## config.mk

```make
export PLATFORM = sky130hd
export DESIGN_NAME = sppd_cfg
export DESIGN_NICKNAME = d
export VERILOG_FILES = /design/src/stereo_ping_pong_delay_unit_macros.svh /design/src/sppd_pkg.sv /design/src/sppd_cfg.sv
export SDC_FILE = /design/constraint.sdc
export NUM_CORES = 1
export LEC_CHECK = 0
export ABC_AREA = 0
export BUFFER_PORTS_ARGS = -buffer_cell sky130_fd_sc_hd__buf_2
export CAP_MARGIN = 20
export CORE_MARGIN = 2
export CORE_UTILIZATION = 48
export CTS_BUF_LIST = sky130_fd_sc_hd__clkbuf_4 sky130_fd_sc_hd__clkbuf_8
export CTS_CLUSTER_DIAMETER = 200
export CTS_CLUSTER_SIZE = 12
export DETAILED_ROUTE_END_ITERATION = 10
export PLACE_DENSITY = 0.82
export SETUP_SLACK_MARGIN = 0.15
export SYNTH_ARGS = -nofsm -noshare
export SYNTH_HDL_FRONTEND = slang
export SYNTH_SLANG_ARGS = --single-unit
```

## constraint.sdc

```tcl
create_clock -name clk -period 3.2 [get_ports clk]
set_input_delay 0.96 -clock clk [delete_from_list [all_inputs] [get_ports clk]]
set_output_delay 0.96 -clock clk [all_outputs]
set_load 0.03 [all_outputs]
```

## src/stereo_ping_pong_delay_unit_macros.svh

```systemverilog
// assertion macros shared by the delay unit modules
// no dependencies; included by files that carry concurrent checks
`ifndef STEREO_PING_PONG_DELAY_UNIT_MACROS_SVH
`define STEREO_PING_PONG_DELAY_UNIT_MACROS_SVH

// same-cycle implication under asynchronous active-low reset
`define SPPD_ASSERT_IMP(label, clk, rst_n, ante, cons) \
	label: assert property (@(posedge clk) disable iff (!rst_n) (ante) |-> (cons)) \
		else $error("sppd assertion failed");

// next-cycle implication under asynchronous active-low reset
`define SPPD_ASSERT_NEXT(label, clk, rst_n, ante, cons) \
	label: assert property (@(posedge clk) disable iff (!rst_n) (ante) |=> (cons)) \
		else $error("sppd assertion failed");

`endif

```

## src/sppd_pkg.sv

```systemverilog
// shared types and constants of the stereo ping-pong delay unit
// no dependencies; used by the config block, the core and the top level
package sppd_pkg;

	localparam int APB_AW = 4;
	localparam int GAIN_W = 15;
	localparam int SAMPLE_W = 18;
	localparam int WET_W = 19;
	localparam int OUT_W = 16;

	localparam logic [GAIN_W-1:0] RST_DELAY_LENGTH = 15'd10560;
	localparam logic [GAIN_W-1:0] RST_CROSS_GAIN = 15'd10813;
	localparam logic [GAIN_W-1:0] RST_FEEDBACK_GAIN = 15'd29491;
	localparam logic [GAIN_W-1:0] RST_CLIP_LEVEL = 15'd31130;

	typedef enum logic [1:0] {
		REG_DELAY_LENGTH,
		REG_CROSS_GAIN,
		REG_FEEDBACK_GAIN,
		REG_CLIP_LEVEL
	} reg_idx_t;

	typedef struct packed {
		logic [GAIN_W-1:0] delay_length;
		logic [GAIN_W-1:0] cross_gain;
		logic [GAIN_W-1:0] feedback_gain;
		logic [GAIN_W-1:0] clip_level;
	} cfg_t;

endpackage

```

## src/sppd_cfg.sv

```systemverilog
// register file behind the apb-style configuration port
// depends on sppd_pkg for the register map and the config struct
module sppd_cfg (
	input  logic                         clk,
	input  logic                         arst_n,
	input  logic                         psel,
	input  logic                         penable,
	input  logic                         pwrite,
	input  logic [sppd_pkg::APB_AW-1:0]  paddr,
	input  logic [31:0]                  pwdata,
	output logic [31:0]                  prdata,
	output logic                         pready,
	output sppd_pkg::cfg_t               cfg
);

	sppd_pkg::cfg_t   cfg_q;
	sppd_pkg::reg_idx_t idx;
	logic             wr_stb;

	assign pready = 1'b1;
	assign idx = sppd_pkg::reg_idx_t'(paddr[3:2]);
	assign wr_stb = psel && penable && pwrite && pready;

	always_ff @(posedge clk or negedge arst_n) begin
		if (!arst_n) begin
			cfg_q.delay_length <= sppd_pkg::RST_DELAY_LENGTH;
			cfg_q.cross_gain <= sppd_pkg::RST_CROSS_GAIN;
			cfg_q.feedback_gain <= sppd_pkg::RST_FEEDBACK_GAIN;
			cfg_q.clip_level <= sppd_pkg::RST_CLIP_LEVEL;
		end else if (wr_stb) begin
			case (idx)
				sppd_pkg::REG_DELAY_LENGTH: cfg_q.delay_length <= pwdata[14:0];
				sppd_pkg::REG_CROSS_GAIN: cfg_q.cross_gain <= pwdata[14:0];
				sppd_pkg::REG_FEEDBACK_GAIN: cfg_q.feedback_gain <= pwdata[14:0];
				sppd_pkg::REG_CLIP_LEVEL: cfg_q.clip_level <= pwdata[14:0];
				default: ;
			endcase
		end
	end

	always_comb begin
		case (idx)
			sppd_pkg::REG_DELAY_LENGTH: prdata = {17'd0, cfg_q.delay_length};
			sppd_pkg::REG_CROSS_GAIN: prdata = {17'd0, cfg_q.cross_gain};
			sppd_pkg::REG_FEEDBACK_GAIN: prdata = {17'd0, cfg_q.feedback_gain};
			sppd_pkg::REG_CLIP_LEVEL: prdata = {17'd0, cfg_q.clip_level};
			default: prdata = 32'd0;
		endcase
	end

	assign cfg = cfg_q;

endmodule

```

==> results of run 1 <==
-- logic make-up after synthesis --
family / count (synthesis) / synth area share [%]
mux: 75 / 37.09
simple gates: 6 / 1.311
flops: 60 / 53.74
buf+inv: 29 / 7.601
other cells: 2 / 0.2622
-- through the flow --
step | instance area (um^2) | instances
5_1_grt | 3581 | 355
6_report | 3581 | 355
4_1_cts | 3581 | 355
3_3_place_gp | 3372 | 339
3_5_place_dp | 3372 | 339
2_1_floorplan | 2924 | 188
-- layer usage --
metal / track usage, % / vias to the layer above
met1: 25.09 / 934
met5: 0 / -
li1: - / 796
met2: 33.39 / 69
met3: 3.556 / 7
met4: 9.322 / 0
-- synth_stat cells --
cell type  number  area (um^2)
mux2_2         50        563.0
dfrtp_1        30        750.7
dfstp_2        30        788.3
buf_4          21        157.7
mux4_2         12        270.3
mux2_4         10        150.1
buf_2           3        15.01
mux4_1          3        78.83
buf_6           2        22.52
conb_1          2        7.510
buf_8           1        15.01
clkbuf_1        1        3.750
inv_2           1        3.750
nand3_1         1        5.000
nand4_1         1        6.260
nor2_1          1        3.750
nor3_2          1        10.01
or2_1           1        6.260
or3_1           1        6.260
-- timing repair --
action | in CTS | in global routing
setup endpoints to repair | 9 | 0
setup buffers | 0 | 0
resized for setup | 1 | 0
-- report_power, final --
group | total, mW | leakage (nW) | switching [mW] | internal [mW]
clock network | 0.693 | 0.106 | 0.285 | 0.408
registers | 1.14 | 0.682 | 0.133 | 1.00
logic | 1.09 | 0.950 | 0.697 | 0.395
total | 2.92 | 1.74 | 1.12 | 1.81
-- worst paths after layout --
kind | endpoint | slack [ns] | startpoint
worst max register to register | cfg[44]$_DFFE_PN0P_ | 2.40 | cfg[44]$_DFFE_PN0P_
worst max-delay path | prdata[13] | 0.23 | paddr[2]
min in group asynchronous | cfg[49]$_DFFE_PN0P_ | 0.78 | arst_n
max in group asynchronous | cfg[5]$_DFFE_PN0P_ | 1.92 | arst_n
worst min-delay path | cfg[10]$_DFFE_PN0P_ | 0.53 | cfg[10]$_DFFE_PN0P_
worst min register to register | cfg[10]$_DFFE_PN0P_ | 0.53 | cfg[10]$_DFFE_PN0P_
-- area by class of cell --
| cell class | instances | area share, % |
|---|---|---|
| clock inverter | 4 | 1.328 |
| timing repair buffer | 104 | 15.86 |
| inverter | 1 | 0.1048 |
| tap | 75 | 2.621 |
| sequential | 60 | 42.98 |
| multi-input combinational | 99 | 32.67 |
| clock buffer | 12 | 4.437 |
==> results.py, run 1 <==
metrics = {
    "power_and_ir_drop": {
        "power_density_mw_per_mm2": 815.8,
        "p_leak_nw": 1.738,
        "finalPower_mw": 2.921,
        "max-vdd-ir-drop_v": 0.0004689,
    },
    "route": {
        "dr.pass1.iters": 4,
        "post_drt_via_cell_ratio": 5.087,
        "wl_met3_um": 309,
        "drc": 0,
        "ant_nets": 0,
        "drt-initial-drc-count": 61,
        "wl_um": 6222,
        "top_layer": "met4",
        "via_count": 1806,
        "wl_met2_um": 3254,
        "wl_met1_um": 2576,
        "wl_per_cell_um": 17.53,
    },
    "timing": {
        "fin_ws_ns": 0.2286,
        "report.final.setup_viol": 0,
        "hold_viol": 0,
        "rsz0062_at_grt": "no",
        "fmax_mhz": 336.5,
        "finClkSkew_ns": 0,
        "min_period_over_period_pct": 92.86,
        "maxSlewViolCount": 0,
        "setup-tns-final_ns": 0,
        "tightest_slew_ns": 0.8271,
        "slew_headroom_pct": 44.86,
        "hold_slack_ns": 0.5277,
        "layout_min_cycle_time_ns": 2.971,
    },
    "placed_design": {
        "portBuffers": 96,
        "post-place-ws_ns": 0.08226,
        "hpwl_um": 4375,
        "gp_congestion": 0.7368,
    },
    "die": {
        "start_util_pct": 48.95,
        "dieArea_mm2": 0.006601,
        "io_pins": 134,
        "die_w_um": 81.25,
        "die_h_um": 81.25,
        "rows": 28,
        "fp.coreArea_mm2": 0.005851,
    },
    "setup_path": {
        "path_depth": 4,
        "cp.required_ns": 2.24,
        "worst_setup_path_end_kind": "primary output",
        "ff2ff_path_depth": 1,
        "startpoint_type": "primary input",
        "cp_top_family": "buffers and inverters",
        "crit_arrival_ns": 2.01,
        "critPathSlowestCell": "mux4_2",
        "cp_num_buf_inv": 3,
        "max_stage_delay_ns": 0.49,
        "critPathKind": "in -> out",
        "cp_max_fo": 9,
        "crit_chain": "buf_4, buf_12, mux4_2, buf_2",
    },
    "clock_network": {
        "h-tree-depth": 3,
        "cts_max_path_buffers": 2,
        "path_clk_slew_ns": 0.07,
        "cts_tree": "built",
        "cts_made_buffers": 9,
        "clock_latency_ns": 0.31,
        "ctsHoldBuffers": 0,
        "clock-sinks": 60,
        "cts_root_buf": "clkbuf_8",
    },
    "grt": {
        "grt.total_usage_pct": 19.91,
        "grt_max_degree": 61,
        "grt_pass1_wl_um": 9563,
        "grt_pass1_vias": 1862,
        "overflow": 0,
        "antenna_found_initial": 0,
    },
    "finish": {
        "layout_commonest_cell": "buf_2",
        "final_cell_mix": "buf_2, mux2_2, dfrtp_1, dfstp_2, conb_1",
        "fin_nets": 316,
        "largest_reg_flops": 60,
        "ff_latch_area_mm2": 0.001539,
        "area_growth_pct": 25.03,
        "diodes": 0,
        "fill_cells": 452,
        "multiInputGateArea_mm2": 0.001170,
        "drive_gt1_share_pct": 80.36,
        "fin_util_pct": 61.21,
    },
    "logic_synthesis": {
        "yosysWarnings": 0,
        "netlist_area_mm2": 0.002864,
        "ys_ff_latch": 60,
        "synth.distinct_cells": 19,
        "seq_area_frac_synth_pct": 53.74,
        "synthCells": 172,
        "avgSynthCellArea_um2": 16.65,
    },
    "hold_path": {
        "min-delay-path-class": "reg -> reg",
        "holdPathStages": 1,
    },
    "flow_run": {
        "maxCapViolCount": 0,
    },
    "run_status": {
        "status": "finished clean",
    },
}
Note: power is estimated with default switching activity, not from simulation.
==> inputs of run 2 (changes only) <==
--- a/config.mk
+++ b/config.mk
@@ -5,11 +5,11 @@
 export SDC_FILE = /design/constraint.sdc
 export NUM_CORES = 1
 export LEC_CHECK = 0
-export ABC_AREA = 0
+export ABC_AREA = 1
 export BUFFER_PORTS_ARGS = -buffer_cell sky130_fd_sc_hd__buf_2
 export CAP_MARGIN = 20
 export CORE_MARGIN = 2
-export CORE_UTILIZATION = 48
+export CORE_UTILIZATION = 49
 export CTS_BUF_LIST = sky130_fd_sc_hd__clkbuf_4 sky130_fd_sc_hd__clkbuf_8
 export CTS_CLUSTER_DIAMETER = 200
 export CTS_CLUSTER_SIZE = 12
==> run 2 against run 1 <==
Effect of this change: via count is 59% higher; clock power is 17% higher; critical path depth is 1 higher; core utilization is 0.56 points lower; critical endpoint is now prdata[7]; combinational power is 15% lower; count of clock-buffer cells in the layout stayed put; flip-flop and latch count stayed put; synthesized cell count is 120% higher.
==> results.py, run 2 <==
metrics = {
    "clock_network": {
        "cts_root_buf": "clkbuf_8",
        "clock_latency_ns": 0.34,
        "cts_max_path_buffers": 2,
        "clock-sinks": 60,
        "cts_made_buffers": 9,
        "h-tree-depth": 3,
        "cts_tree": "built",
        "path_clk_slew_ns": 0.06,
        "cts_resized": 0,
    },
    "hold_path": {
        "min_from": "cfg[24]$_DFFE_PN1P_",
        "whs_endpoint": "cfg[24]$_DFFE_PN1P_",
        "min-delay-path-class": "reg -> reg",
        "holdPathStages": 2,
    },
    "route": {
        "dr.pass1.iters": 5,
        "post_drt_via_cell_ratio": 5.175,
        "via_count": 2867,
        "wl_um": 8573,
        "drt-initial-drc-count": 210,
        "ant_nets": 0,
        "drc": 0,
        "wl_per_cell_um": 15.47,
    },
    "timing": {
        "min_period_over_period_pct": 89.05,
        "setup-tns-final_ns": 0,
        "finClkSkew_ns": 0,
        "layout_min_cycle_time_ns": 2.850,
        "maxSlewViolCount": 0,
        "report.final.setup_viol": 0,
        "slew_headroom_pct": 52.67,
        "rsz0062_at_grt": "no",
        "tightest_slew_ns": 0.7099,
        "hold_slack_ns": 0.4731,
        "fmax_mhz": 350.9,
        "hold_viol": 0,
    },
    "setup_path": {
        "cp_top_family": "buffers and inverters",
        "critPathSlowestCell": "buf_4",
        "cp.required_ns": 2.24,
        "cp_max_fo": 18,
        "critPathKind": "in -> out",
        "startpoint_type": "primary input",
        "max_stage_delay_ns": 0.30,
        "ff2ff_path_depth": 2,
        "cp_num_buf_inv": 3,
        "reg2reg_slack_ns": 2.44,
        "r2r-end": "cfg[56]$_DFFE_PN1P_",
        "crit_chain": "buf_2, buf_4, nand3_1, nand4_1, buf_2",
        "crit_arrival_ns": 1.89,
        "cpMostUsedCell": "buf_2",
        "crit-reg2reg-launch": "cfg[56]$_DFFE_PN1P_",
        "worst_setup_path_end_kind": "primary output",
    },
    "logic_synthesis": {
        "yosys-top-cells-count": "nand2_1, nand3_1, dfrtp_1, dfstp_2, buf_4",
        "yosysWarnings": 0,
        "ys_ff_latch": 60,
        "yosysMostFrequentCell": "nand2_1",
        "seq_area_frac_synth_pct": 49.32,
        "synth.top_cell.area_share_pct": 25.26,
        "yosysTopAreaCell": "dfstp_2",
        "synth.distinct_cells": 16,
        "ys_async_sr_fraction_pct": 100.0,
        "avgSynthCellArea_um2": 8.299,
        "synthCells": 376,
        "netlist_area_mm2": 0.003120,
        "ys_top_cells_by_area": "dfstp_2, dfrtp_1, nand2_1",
        "synth-edff-count": 0,
        "synth_flop_cell": "dfstp_2",
    },
    "die": {
        "rows": 29,
        "die_w_um": 83.80,
        "fp.coreArea_mm2": 0.006241,
        "io_pins": 134,
        "die_h_um": 83.80,
        "start_util_pct": 50.00,
        "dieArea_mm2": 0.007022,
    },
    "grt": {
        "antenna_found_initial": 0,
        "grt_pass1_wl_um": 13930,
        "grt_max_degree": 32,
        "overflow": 0,
        "grt_pass1_vias": 2773,
        "grt.total_usage_pct": 25.47,
    },
    "finish": {
        "diodes": 0,
        "layout_commonest_cell": "nand2_1",
        "fin_nets": 513,
        "final_cell_mix": "nand2_1, buf_2, nand3_1",
        "largest_reg_flops": 60,
        "area_growth_pct": 21.29,
        "fill_cells": 563,
        "drive_gt1_share_pct": 36.48,
    },
    "power_and_ir_drop": {
        "p_leak_nw": 2.118,
        "power_density_mw_per_mm2": 749.8,
        "max-vdd-ir-drop_v": 0.0004498,
    },
    "placed_design": {
        "hpwl_um": 5586,
        "portBuffers": 96,
        "gp_congestion": 0.7965,
    },
    "flow_run": {
        "maxCapViolCount": 0,
    },
    "run_status": {
        "status": "finished clean",
    },
}
[run 2: cell count changes after synthesis, moves of 10 or more]
| cell | previous run | this run |
|---|---|---|
| mux2_2 | 50 | 0 |
| mux2_4 | 10 | 0 |
| mux4_2 | 12 | 0 |
| nand2_1 | 0 | 195 |
| nand3_1 | 1 | 45 |
| nand4_1 | 1 | 15 |
[run 2: layer usage]
layer	GRT usage [%]	share of wire [%]	vias up
met5	0	0	-
met4	12.46	1.9	0
met3	5.440	8.0	15
met2	39.64	49	150
met1	33.92	41	1355
li1	-	-	1347
[run 2: repair_timing]
item                                    CTS  global route
endpoints found under the setup margin    0             1
endpoints found under the hold margin     0             0
setup buffers                             0             5
hold buffers                              0             0
[run 2: logic make-up (layout without fill, tap and decap cells)]
logic type	count (synthesis)	after routing	synth area share [%]
buffers and inverters	43	128	10.67
DFF	60	60	49.32
other	2	18	0.2407
and+or+nand+nor	271	271	39.78
[run 2: metrics by stage]
| step | power (mW) | cells | util (%) | setup WS, ns | instance area (um^2) |
|---|---|---|---|---|---|
| floorplan | 1.756 | 392 | - | 0.4901 | 3181 |
| global placement | 2.010 | 533 | 56.28 | 0.2544 | 3512 |
| CTS | 2.845 | 549 | 60.04 | 0.2470 | 3747 |
| finish | 2.838 | 554 | 60.65 | 0.3505 | 3785 |
| global route | 2.966 | 554 | 60.65 | 0.2787 | 3785 |
| detailed placement | 2.034 | 533 | 56.28 | 0.2507 | 3512 |
[run 2: power breakdown]
group	switching [mW]	internal, mW	total, mW
Sequential	0.133	0.973	1.11
Combinational	0.681	0.244	0.925
Clock	0.308	0.500	0.808
[run 2: worst max-delay path by stage]
stage | start | end | slack (ns) | depth (start not counted)
6_report | paddr[2] | prdata[7] | 0.35 | 5
3_5_place_dp | paddr[3] | prdata[12] | 0.25 | 5
4_1_cts | paddr[3] | prdata[12] | 0.25 | 5
2_1_floorplan | paddr[3] | prdata[10] | 0.49 | 5
3_3_place_gp | paddr[3] | prdata[12] | 0.25 | 5
5_1_grt | paddr[2] | prdata[7] | 0.28 | 5
[run 2: tightest hold or removal path: stages (launching register included)]
cell and delay [ns]:
dfstp_2 0.38, nand2_1 0.06, nand2_1 0.04
[run 2: area by class of cell]
| type | instances | area (um^2) | area share, % |
|---|---|---|---|
| Clock inverter | 4 | 70.07 | 1.851 |
| Inverter | 6 | 37.54 | 0.9917 |
| Timing Repair Buffer | 106 | 568.0 | 15.01 |
| Clock buffer | 12 | 165.2 | 4.364 |
| Tap cell | 77 | 96.34 | 2.545 |
| Sequential cell | 60 | 1539 | 40.66 |
| Multi-Input combinational cell | 289 | 1309 | 34.58 |
==> inputs of run 3 (changes only) <==
--- a/config.mk
+++ b/config.mk
@@ -9,12 +9,12 @@
 export BUFFER_PORTS_ARGS = -buffer_cell sky130_fd_sc_hd__buf_2
 export CAP_MARGIN = 20
 export CORE_MARGIN = 2
-export CORE_UTILIZATION = 49
+export CORE_UTILIZATION = 53
 export CTS_BUF_LIST = sky130_fd_sc_hd__clkbuf_4 sky130_fd_sc_hd__clkbuf_8
 export CTS_CLUSTER_DIAMETER = 200
 export CTS_CLUSTER_SIZE = 12
 export DETAILED_ROUTE_END_ITERATION = 10
-export PLACE_DENSITY = 0.82
+export PLACE_DENSITY = 0.88
 export SETUP_SLACK_MARGIN = 0.15
 export SYNTH_ARGS = -nofsm -noshare
 export SYNTH_HDL_FRONTEND = slang
==> constraint.sdc (replaced) <==
create_clock -name clk -period 3.4 [get_ports clk]
set_input_delay 1.02 -clock clk [delete_from_list [all_inputs] [get_ports clk]]
set_output_delay 1.02 -clock clk [all_outputs]
set_load 0.03 [all_outputs]
==> run 3 against run 2 <==
Effect of this change: register-to-register slack improved by 0.21 ns; via count increased by 0.84%; power decreased by 7.7%; clock power decreased by 12%; sequential power decreased by 6%; critical path type unchanged; design area decreased by 1.9%; first-iteration DRC count increased by 14%; flip-flop and latch count unchanged; clock skew unchanged; largest power group unchanged; wire length decreased by 1.9%.
==> results.py, run 3 (synthesis gave the netlist of run 2 again) <==
metrics = {
    "placed_design": {
        "hpwl_um": 5437,
        "post-place-ws_ns": 0.3771,
        "portBuffers": 96,
        "gp_congestion": 0.8115,
    },
    "route": {
        "ant_nets": 0,
        "drt-initial-drc-count": 240,
        "post_drt_via_cell_ratio": 5.314,
        "via_count": 2891,
        "wl_um": 8410,
        "drc": 0,
        "wl_per_cell_um": 15.46,
        "dr.pass1.iters": 5,
    },
    "clock_network": {
        "h-tree-depth": 3,
        "cts_resized": 0,
        "path_clk_slew_ns": 0.07,
        "cts_root_buf": "clkbuf_8",
        "clock_latency_ns": 0.33,
        "cts_setup_buffers": 0,
        "ctsHoldBuffers": 0,
        "cts_tree": "built",
        "clock-sinks": 60,
        "cts_max_path_buffers": 2,
        "cts_made_buffers": 9,
    },
    "power_and_ir_drop": {
        "max-vdd-ir-drop_v": 0.0004524,
        "p_leak_nw": 2.082,
        "power_density_mw_per_mm2": 705.0,
        "switching_share_pct": 39.75,
        "internal_power_mw": 1.577,
        "switchingPower_mw": 1.041,
        "combPwrFrac_pct": 33.1,
        "pwr-share-clk_pct": 27.2,
        "power.share.sequential_pct": 39.7,
    },
    "grt": {
        "grt_pass1_wl_um": 12630,
        "grt_pass1_vias": 2535,
        "grt_max_degree": 61,
        "overflow": 0,
        "grt.total_usage_pct": 25.96,
        "antenna_found_initial": 0,
    },
    "setup_path": {
        "startpoint_type": "primary input",
        "crit_arrival_ns": 2.10,
        "critPathSlowestCell": "nor2_4",
        "cp.required_ns": 2.38,
        "max_stage_delay_ns": 0.44,
        "cp_top_family": "simple AND/OR/NAND/NOR gates",
        "crit_chain": "buf_2, nor2_4, nand2_1, nand4_1, buf_2",
        "critPathKind": "in -> out",
        "worst_setup_path_end_kind": "primary output",
        "cp_num_buf_inv": 2,
        "cpMostUsedCell": "buf_2",
        "cp_max_fo": 16,
    },
    "timing": {
        "rsz0062_at_grt": "no",
        "fin_ws_ns": 0.2809,
        "hold_viol": 0,
        "setup-tns-final_ns": 0,
        "tightest_slew_ns": 0.7412,
        "finClkSkew_ns": 0,
        "slew_headroom_pct": 50.59,
        "maxSlewViolCount": 0,
        "min_period_over_period_pct": 91.74,
        "layout_min_cycle_time_ns": 3.119,
        "report.final.setup_viol": 0,
        "fmax_mhz": 320.6,
    },
    "finish": {
        "fill_cells": 482,
        "area_growth_pct": 19.01,
        "diodes": 0,
        "layout_commonest_cell": "nand2_1",
        "drive_gt1_share_pct": 35.81,
        "largest_reg_flops": 60,
        "fin_nets": 508,
        "final_cell_mix": "nand2_1, buf_2, nand3_1",
    },
    "hold_path": {
        "min-delay-path-class": "reg -> reg",
    },
    "die": {
        "start_util_pct": 55.64,
        "fp.coreArea_mm2": 0.005608,
        "dieArea_mm2": 0.006517,
        "rows": 27,
        "io_pins": 134,
        "die_w_um": 80.73,
        "die_h_um": 80.73,
    },
    "flow_run": {
        "maxCapViolCount": 0,
    },
    "run_status": {
        "status": "finished clean",
    },
}
## run 3: routing by layer
metal	vias up	global-route usage [%]	part of all wire (%)
met2	184	44.33	49
met1	1345	32.77	38
met3	20	4.444	11
met5	-	0	0
met4	0	10.85	2.3
li1	1342	-	-
## run 3: tightest hold or removal path, stage by stage, from the launching register on
cell,delay (ns)
dfstp_2,0.38
nand2_1,0.06
nand2_1,0.04
## run 3: worst paths after layout
| check | slack [ns] | from | cells after the start | endpoint |
|---|---|---|---|---|
| hold / removal | 0.48 | cfg[12]$_DFFE_PN1P_ | 2 | cfg[12]$_DFFE_PN1P_ |
| setup reg to reg | 2.65 | cfg[13]$_DFFE_PN1P_ | 2 | cfg[13]$_DFFE_PN1P_ |
| setup / recovery | 0.28 | paddr[3] | 5 | prdata[12] |
| max in group asynchronous | 2.09 | arst_n | 2 | cfg[55]$_DFFE_PN0P_ |
| hold reg to reg | 0.48 | cfg[12]$_DFFE_PN1P_ | 2 | cfg[12]$_DFFE_PN1P_ |
| min in group asynchronous | 0.83 | arst_n | 2 | cfg[0]$_DFFE_PN0P_ |
## run 3: cell type report
cell class,instances,area [um^2],share of cell area [%]
clock buffer,11,145.1,3.908
clock inverter,5,75.07,2.022
inverter,6,37.54,1.011
multi-input combinational,289,1309,35.24
sequential,60,1539,41.44
tap,72,90.09,2.426
timing repair buffer,101,518.0,13.95
## run 3: power groups by stage
stage | Clock [mW] | Sequential [mW] | Combinational (mW)
4_1_cts | 0.724 | 1.03 | 0.872
2_1_floorplan | 0 | 1.33 | 0.321
6_report | 0.713 | 1.04 | 0.867
3_5_place_dp | 0 | 1.04 | 0.869
5_1_grt | 0.756 | 1.05 | 0.923
3_3_place_gp | 0 | 1.04 | 0.850
## run 3: metrics by stage
stage | power (mW) | cells | hold WS (ns) | util, % | cell area (um^2)
2_1_floorplan | 1.653 | 392 | 0.5264 | - | 3181
3_3_place_gp | 1.887 | 528 | 0.4562 | 62.29 | 3493
3_5_place_dp | 1.909 | 528 | 0.4613 | 62.29 | 3493
4_1_cts | 2.629 | 544 | 0.4726 | 66.22 | 3714
5_1_grt | 2.734 | 544 | 0.4887 | 66.22 | 3714
6_report | 2.618 | 544 | 0.4760 | 66.22 | 3714
